===== config.mk =====
export PLATFORM = sky130hd
export DESIGN_NAME = tcw_ctrl
export DESIGN_NICKNAME = d
export VERILOG_FILES = /design/src/tcw_pkg.sv /design/src/tcw_ctrl.sv
export SDC_FILE = /design/constraint.sdc
export NUM_CORES = 1
export LEC_CHECK = 0
export ABC_AREA = 0
export BUFFER_PORTS_ARGS = -buffer_cell sky130_fd_sc_hd__clkbuf_2
export CAP_MARGIN = 30
export CORE_AREA = 2 2 39 41
export DETAILED_ROUTE_END_ITERATION = 8
export DIE_AREA = 0 0 41 43
export GPL_TIMING_DRIVEN = 0
export PLACE_DENSITY = 0.48
export RECOVER_POWER = 100
export SYNTH_ARGS = -nofsm -noshare
export SYNTH_HDL_FRONTEND = slang
export SYNTH_SLANG_ARGS = --single-unit

===== constraint.sdc =====
create_clock -name clk -period 1.35 [get_ports clk]
set_input_delay 0.0675 -clock clk [delete_from_list [all_inputs] [get_ports clk]]
set_output_delay 0.0675 -clock clk [all_outputs]
set_load 0.02 [all_outputs]

===== src/tcw_pkg.sv =====
// ----------------------------------------------------------------------------
// Text console writer package
// Screen geometry, character codes, operation codes and the command and
// status bundles between the controller and the datapath.
// ----------------------------------------------------------------------------
package tcw_pkg;

  localparam int SCREEN_WIDTH  = 80;
  localparam int SCREEN_HEIGHT = 25;
  localparam int TAB_STOP      = 8;

  localparam int CELL_COUNT = SCREEN_WIDTH * SCREEN_HEIGHT;
  localparam int ADDR_W     = $clog2(CELL_COUNT);
  localparam int COL_W      = $clog2(SCREEN_WIDTH);
  localparam int ROW_W      = $clog2(SCREEN_HEIGHT);
  localparam int TAB_W      = $clog2(TAB_STOP) + 1;
  localparam int CELL_W     = 16;

  localparam logic [7:0] CODE_TAB        = 8'd9;
  localparam logic [7:0] CODE_NEWLINE    = 8'd10;
  localparam logic [7:0] CODE_SPACE      = 8'd32;
  localparam logic [7:0] RESET_ATTRIBUTE = 8'd7;

  typedef enum logic [2:0] {
    OP_PUT_CHAR   = 3'd0,
    OP_SET_CURSOR = 3'd1,
    OP_CLEAR      = 3'd2,
    OP_WRITE_CELL = 3'd3,
    OP_READ_CELL  = 3'd4
  } op_t;

  typedef struct packed {
    logic load_req;
    logic exec;
    logic fill;
    logic fill_reset_attr;
    logic copy;
    logic cursor_last;
    logic cursor_row1;
    logic load_out;
  } dp_cmd_t;

  typedef struct packed {
    logic scroll;
    logic clear;
    logic fill_last;
    logic copy_done;
    logic out_free;
  } dp_status_t;

endpackage


===== src/tcw_ctrl.sv =====
// ----------------------------------------------------------------------------
// Text console controller
// Sequences request capture, execution, screen sweeps and result hand-off.
// ----------------------------------------------------------------------------
module tcw_ctrl (
  input  logic                clk,
  input  logic                rst,
  input  logic                in_valid,
  output logic                in_ready,
  input  tcw_pkg::dp_status_t status,
  output tcw_pkg::dp_cmd_t    cmd
);

  typedef enum logic [2:0] {
    ST_INIT,
    ST_IDLE,
    ST_EXEC,
    ST_COPY,
    ST_BLANK,
    ST_CLEAR,
    ST_RESULT
  } state_t;

  state_t state;
  state_t state_next;

  always_comb begin
    cmd        = '0;
    state_next = state;
    in_ready   = 1'b0;
    case (state)
      ST_INIT: begin
        cmd.fill            = 1'b1;
        cmd.fill_reset_attr = 1'b1;
        if (status.fill_last) begin
          state_next = ST_IDLE;
        end
      end
      ST_IDLE: begin
        in_ready = 1'b1;
        if (in_valid) begin
          cmd.load_req = 1'b1;
          state_next   = ST_EXEC;
        end
      end
      ST_EXEC: begin
        cmd.exec = 1'b1;
        if (status.scroll) begin
          state_next = ST_COPY;
        end else if (status.clear) begin
          state_next = ST_CLEAR;
        end else begin
          state_next = ST_RESULT;
        end
      end
      ST_COPY: begin
        cmd.copy = 1'b1;
        if (status.copy_done) begin
          state_next = ST_BLANK;
        end
      end
      ST_BLANK: begin
        cmd.fill = 1'b1;
        if (status.fill_last) begin
          cmd.cursor_last = 1'b1;
          state_next      = ST_RESULT;
        end
      end
      ST_CLEAR: begin
        cmd.fill = 1'b1;
        if (status.fill_last) begin
          cmd.cursor_row1 = 1'b1;
          state_next      = ST_RESULT;
        end
      end
      ST_RESULT: begin
        if (status.out_free) begin
          cmd.load_out = 1'b1;
          state_next   = ST_IDLE;
        end
      end
      default: begin
        state_next = ST_IDLE;
      end
    endcase
  end

  always_ff @(posedge clk) begin
    if (rst) begin
      state <= ST_INIT;
    end else begin
      state <= state_next;
    end
  end

endmodule


Word level (Yosys, flattened, before mapping)
Index checks and enable logic that the tools add are counted.

word-level totals
  register bits = 3
  bits of input ports = 8
  word-level logic and storage cells = 36

cells by class
  eq/ne operators = 11
  reductions and logical operators = 4
  mux-type cells = 20

operator list
  kind                                                                   number
  3-bit two-way mux                                                      6
  3-bit case mux with 6 select lines                                     1
  1-bit two-way mux                                                      12
  3-bit equality test, second input constant                             3
  2-bit != test, second input constant                                   4
  3-bit by 2-bit equality test with 1-bit output, second input constant  2
  5-bit AND reduction                                                    1
  3-bit by 1-bit equality test with 1-bit output, second input constant  1
  3-bit zero test                                                        1
  3-bit OR reduction                                                     1
  2-bit two-way mux                                                      1
  2-bit by 1-bit != test with 1-bit output, second input constant        1
  2-bit OR reduction                                                     1

Logic depth before layout (Yosys ltp)
  depth in word-level cells = 4
  mapped depth = 5
  gate-level depth less buffers = 4

Least setup slack after synthesis
No wires, ideal clock.

  path kind = flip-flop to output port
  start point = register state[1]
  end point = output cmd[7] (netlist bit)
  required time = 1.283 ns
  arrival = 1.205 ns
  buffers on the path = 2
  setup slack = 0.077 ns
  stages on the path, launching flop included = 5
  path through = dfxtp_1 -> buf_4 -> buf_2 -> nor2_1 -> and2_1

RTL lines
  element                   line            source
  start: declaration        tcw_ctrl.sv:24  state_t state;
  start signal: assignment  tcw_ctrl.sv:92  state <= state_next;
  end: declaration          tcw_ctrl.sv:11  output tcw_pkg::dp_cmd_t cmd

==> impl_metrics.ini <==
[status]
outcome = complete, no violations

[clock_network]
path_clk_slew_ps = 40
root_buffer = clkbuf_4
clk_latency_ps = 230
clk_path_buf_depth = 2
cts_inserted_buffers = 3
htreeDepth = 1
hold_buffers = 0
clock-sinks = 3
cts_tree = yes

[logic_synthesis]
syn-instance-count = 41
synth_largest_area_cell = dfxtp_1
synthXorXnorAreaFrac = 0
syn_area_per_cell_um2 = 7.873
synthAdderAreaFrac = 0
yosysUniqueCellTypes = 25
synthesis.area_um2 = 322.8
seq_area_frac_synth = 0.1860
synth_area_leaders = dfxtp_1, and2_1, nor3_2
ys_ff_latch = 3
yosys_warnings = 0
synth_fp_nets = 49
synthMuxAreaShare = 0
synth_top_cell_area_share = 0.1860
synth_top_family_by_area = simple AND/OR/NAND/NOR gates
synth-simple-area-share = 0.4574
synth_compound_area_frac = 0.2597

[timing]
final.setup_skew_ps = 1.246
timing_hold_violations_final = 0
setup_tns_ps = 0
setup_viol_count_final = 0
worst_pin_slew_ps = 257.7
rsz0062_at_grt = no
min_period_ps = 1273
finalWorstSetupSlack_ps = 77.14
fmax_ghz = 0.7856
fin_crit_sh = 0.9429
whs_ps = 30.10
drv_slew = 0
slew_headroom = 0.8271

[route]
drt-total-wl_um = 799
wl_met2_um = 388
highest_layer = met3
met1_length_um = 399
routed-via-count = 362
wl_met3_um = 12
routed_via_density = 4.701
drc_errors = 0
wl_per_cell_um = 10.38
drt_iter0_drc = 2
dr.pass1.iters = 4
final_antenna_net_count = 0

[final_layout]
drive_above_1_share = 0.4754
areaGrowthSynthToFinish_pct = 46.90
nets = 70
antennaDiodeCount = 0
regMostFlops = state
top_regs = state x3
multi_input_area_um2 = 251.5
final_area_um2 = 474.2
nFillCells = 158
seq_area_um2 = 60.06
largest_register_ffs = 3

[grt]
track_usage = 0.1020
grt_pass1_vias = 320
antenna_found_initial = 0
grt_pass1_wl_um = 1290
grt_max_degree = 11
overflow = 0

[worst_setup_path]
critPathSlowestCell = dfxtp_1
crit_arrival_ps = 1210
path_buf_inv = 2
reg2regPathDepth = 5
crit_fanout = 8
worstPathCellList = buf_4 > nor2b_2 > and3_1 > clkbuf_2
critPathMaxStageDelay_ps = 300
critical_path_class = reg -> out
end_kind = output pin
crit_required_ps = 1280
start_kind = register
r2r_end = state[1]
r2r_slack_ps = 130
regToRegStartpoint = state[1]
crit_family = simple AND/OR/NAND/NOR gates

[power_and_ir_drop]
combPwrFrac = 0.705
power.switching_mw = 0.4821
pwr-share-seq = 0.140
p_int_mw = 0.5321
total_power_mw = 1.014
vdd.ir_drop.worst_mv = 0.5680
sw_frac_of_total = 0.4753
pwr-share-clk = 0.155
p_leak_nw = 0.2013
power_per_cell_area_nw_per_um2 = 2139

[min_path]
holdPathEnd = state[1]
hp-start = rst
min_path_type = in -> reg
hold_path_depth = 2

[place]
dp_hpwl_um = 613.7
place_area_um2 = 422.9
io_buffers = 16
pre_cts_slack_ps = 165.7
place_congestion = 0.7470

[floorplanning]
fp.dieArea_um2 = 1763
core_um2 = 1384
rows = 14
ios = 17
die_x_um = 41
die_y_um = 43
start_util = 0.2333

[job]
max_cap_violations = 0
how the worst max path moves through the flow:
stage / end / startpoint / slack [ps] / cells after the start
CTS: cmd[7] / state[1] / 1 / 5
global route: cmd[0] / state[1] / 3 / 4
finish: cmd[0] / state[1] / 80 / 4
global placement: state[1] / state[1] / 150 / 5
floorplan: cmd[7] / state[1] / 80 / 4
detailed placement: state[1] / state[1] / 170 / 5
timing repair:
action	CTS	global route
buffers inserted	0	0
endpoints found under the setup margin	1	5
gates resized for setup	1	10
placed cells by master, fill, tap and decap left out, types with 2 or more instances in the layout:
master / netlist / layout
dfxtp_1: 3 / 3
clkbuf_2: 0 / 10
nor2_1: 3 / 2
and2_1: 4 / 4
nor3_1: 2 / 2
nand2_1: 2 / 2
clkbuf_1: 0 / 4
clkbuf_4: 0 / 4
nand2b_1: 2 / 2
buf_4: 2 / 2
buf_2: 1 / 2
buf_6: 1 / 2
a311oi_1: 2 / 2
a21oi_1: 3 / 3
nor3_2: 2 / 2
worst reg2reg max path, cell delays in order, from the launching register on:
cell and delay [ps]:
dfxtp_1 300, buf_4 150, nor2b_2 190, a21oi_1 80, o22a_1 210, a211oi_2 210
Yosys cell counts:
cell	number
a211oi_1	1
a211oi_2	1
a21oi_1	3
a311oi_1	2
and2_1	4
and2b_1	1
and3_1	1
buf_2	1
buf_4	2
buf_6	1
dfxtp_1	3
nand2_1	2
nand2b_1	2
nand4bb_1	1
nor2_1	3
nor2b_1	1
nor2b_2	1
nor3_1	2
nor3_2	2
nor3b_1	2
o21ai_0	1
o21ai_1	1
o22a_1	1
o31ai_2	1
or2_2	1
kinds of logic (layout without fill, tap and decap cells):
| group | Yosys count | count (layout) |
|---|---|---|
| simple gates | 23 | 23 |
| compound gates | 11 | 11 |
| buf+inv | 4 | 24 |
| flops | 3 | 3 |
layer usage:
layer	GRT usage	vias up
li1	-	191
met1	0.1524	165
met2	0.1406	6
met3	0	0
met4	0.06000	0
met5	0	-
through the flow:
step	instances	util
6_report	77	0.3427
5_1_grt	77	0.3427
4_1_cts	77	0.3264
3_3_place_gp	73	0.3056
3_5_place_dp	73	0.3056
2_1_floorplan	41	-
power groups by stage:
stage / Sequential (mW) / Combinational, mW / Clock, mW
6_report: 0.142 / 0.715 / 0.157
2_1_floorplan: 0.137 / 0.512 / 0
5_1_grt: 0.147 / 0.781 / 0.171
3_5_place_dp: 0.141 / 0.668 / 0
3_3_place_gp: 0.142 / 0.673 / 0
4_1_cts: 0.142 / 0.674 / 0.166
layout make-up:
| type | count | area share |
|---|---|---|
| Sequential cell | 3 | 0.1266 |
| Clock buffer | 4 | 0.05541 |
| Buffer | 4 | 0.07916 |
| Timing Repair Buffer | 16 | 0.1662 |
| Multi-Input combinational cell | 34 | 0.5303 |
| Tap cell | 16 | 0.04222 |
Power figures use the tool's default switching activity.
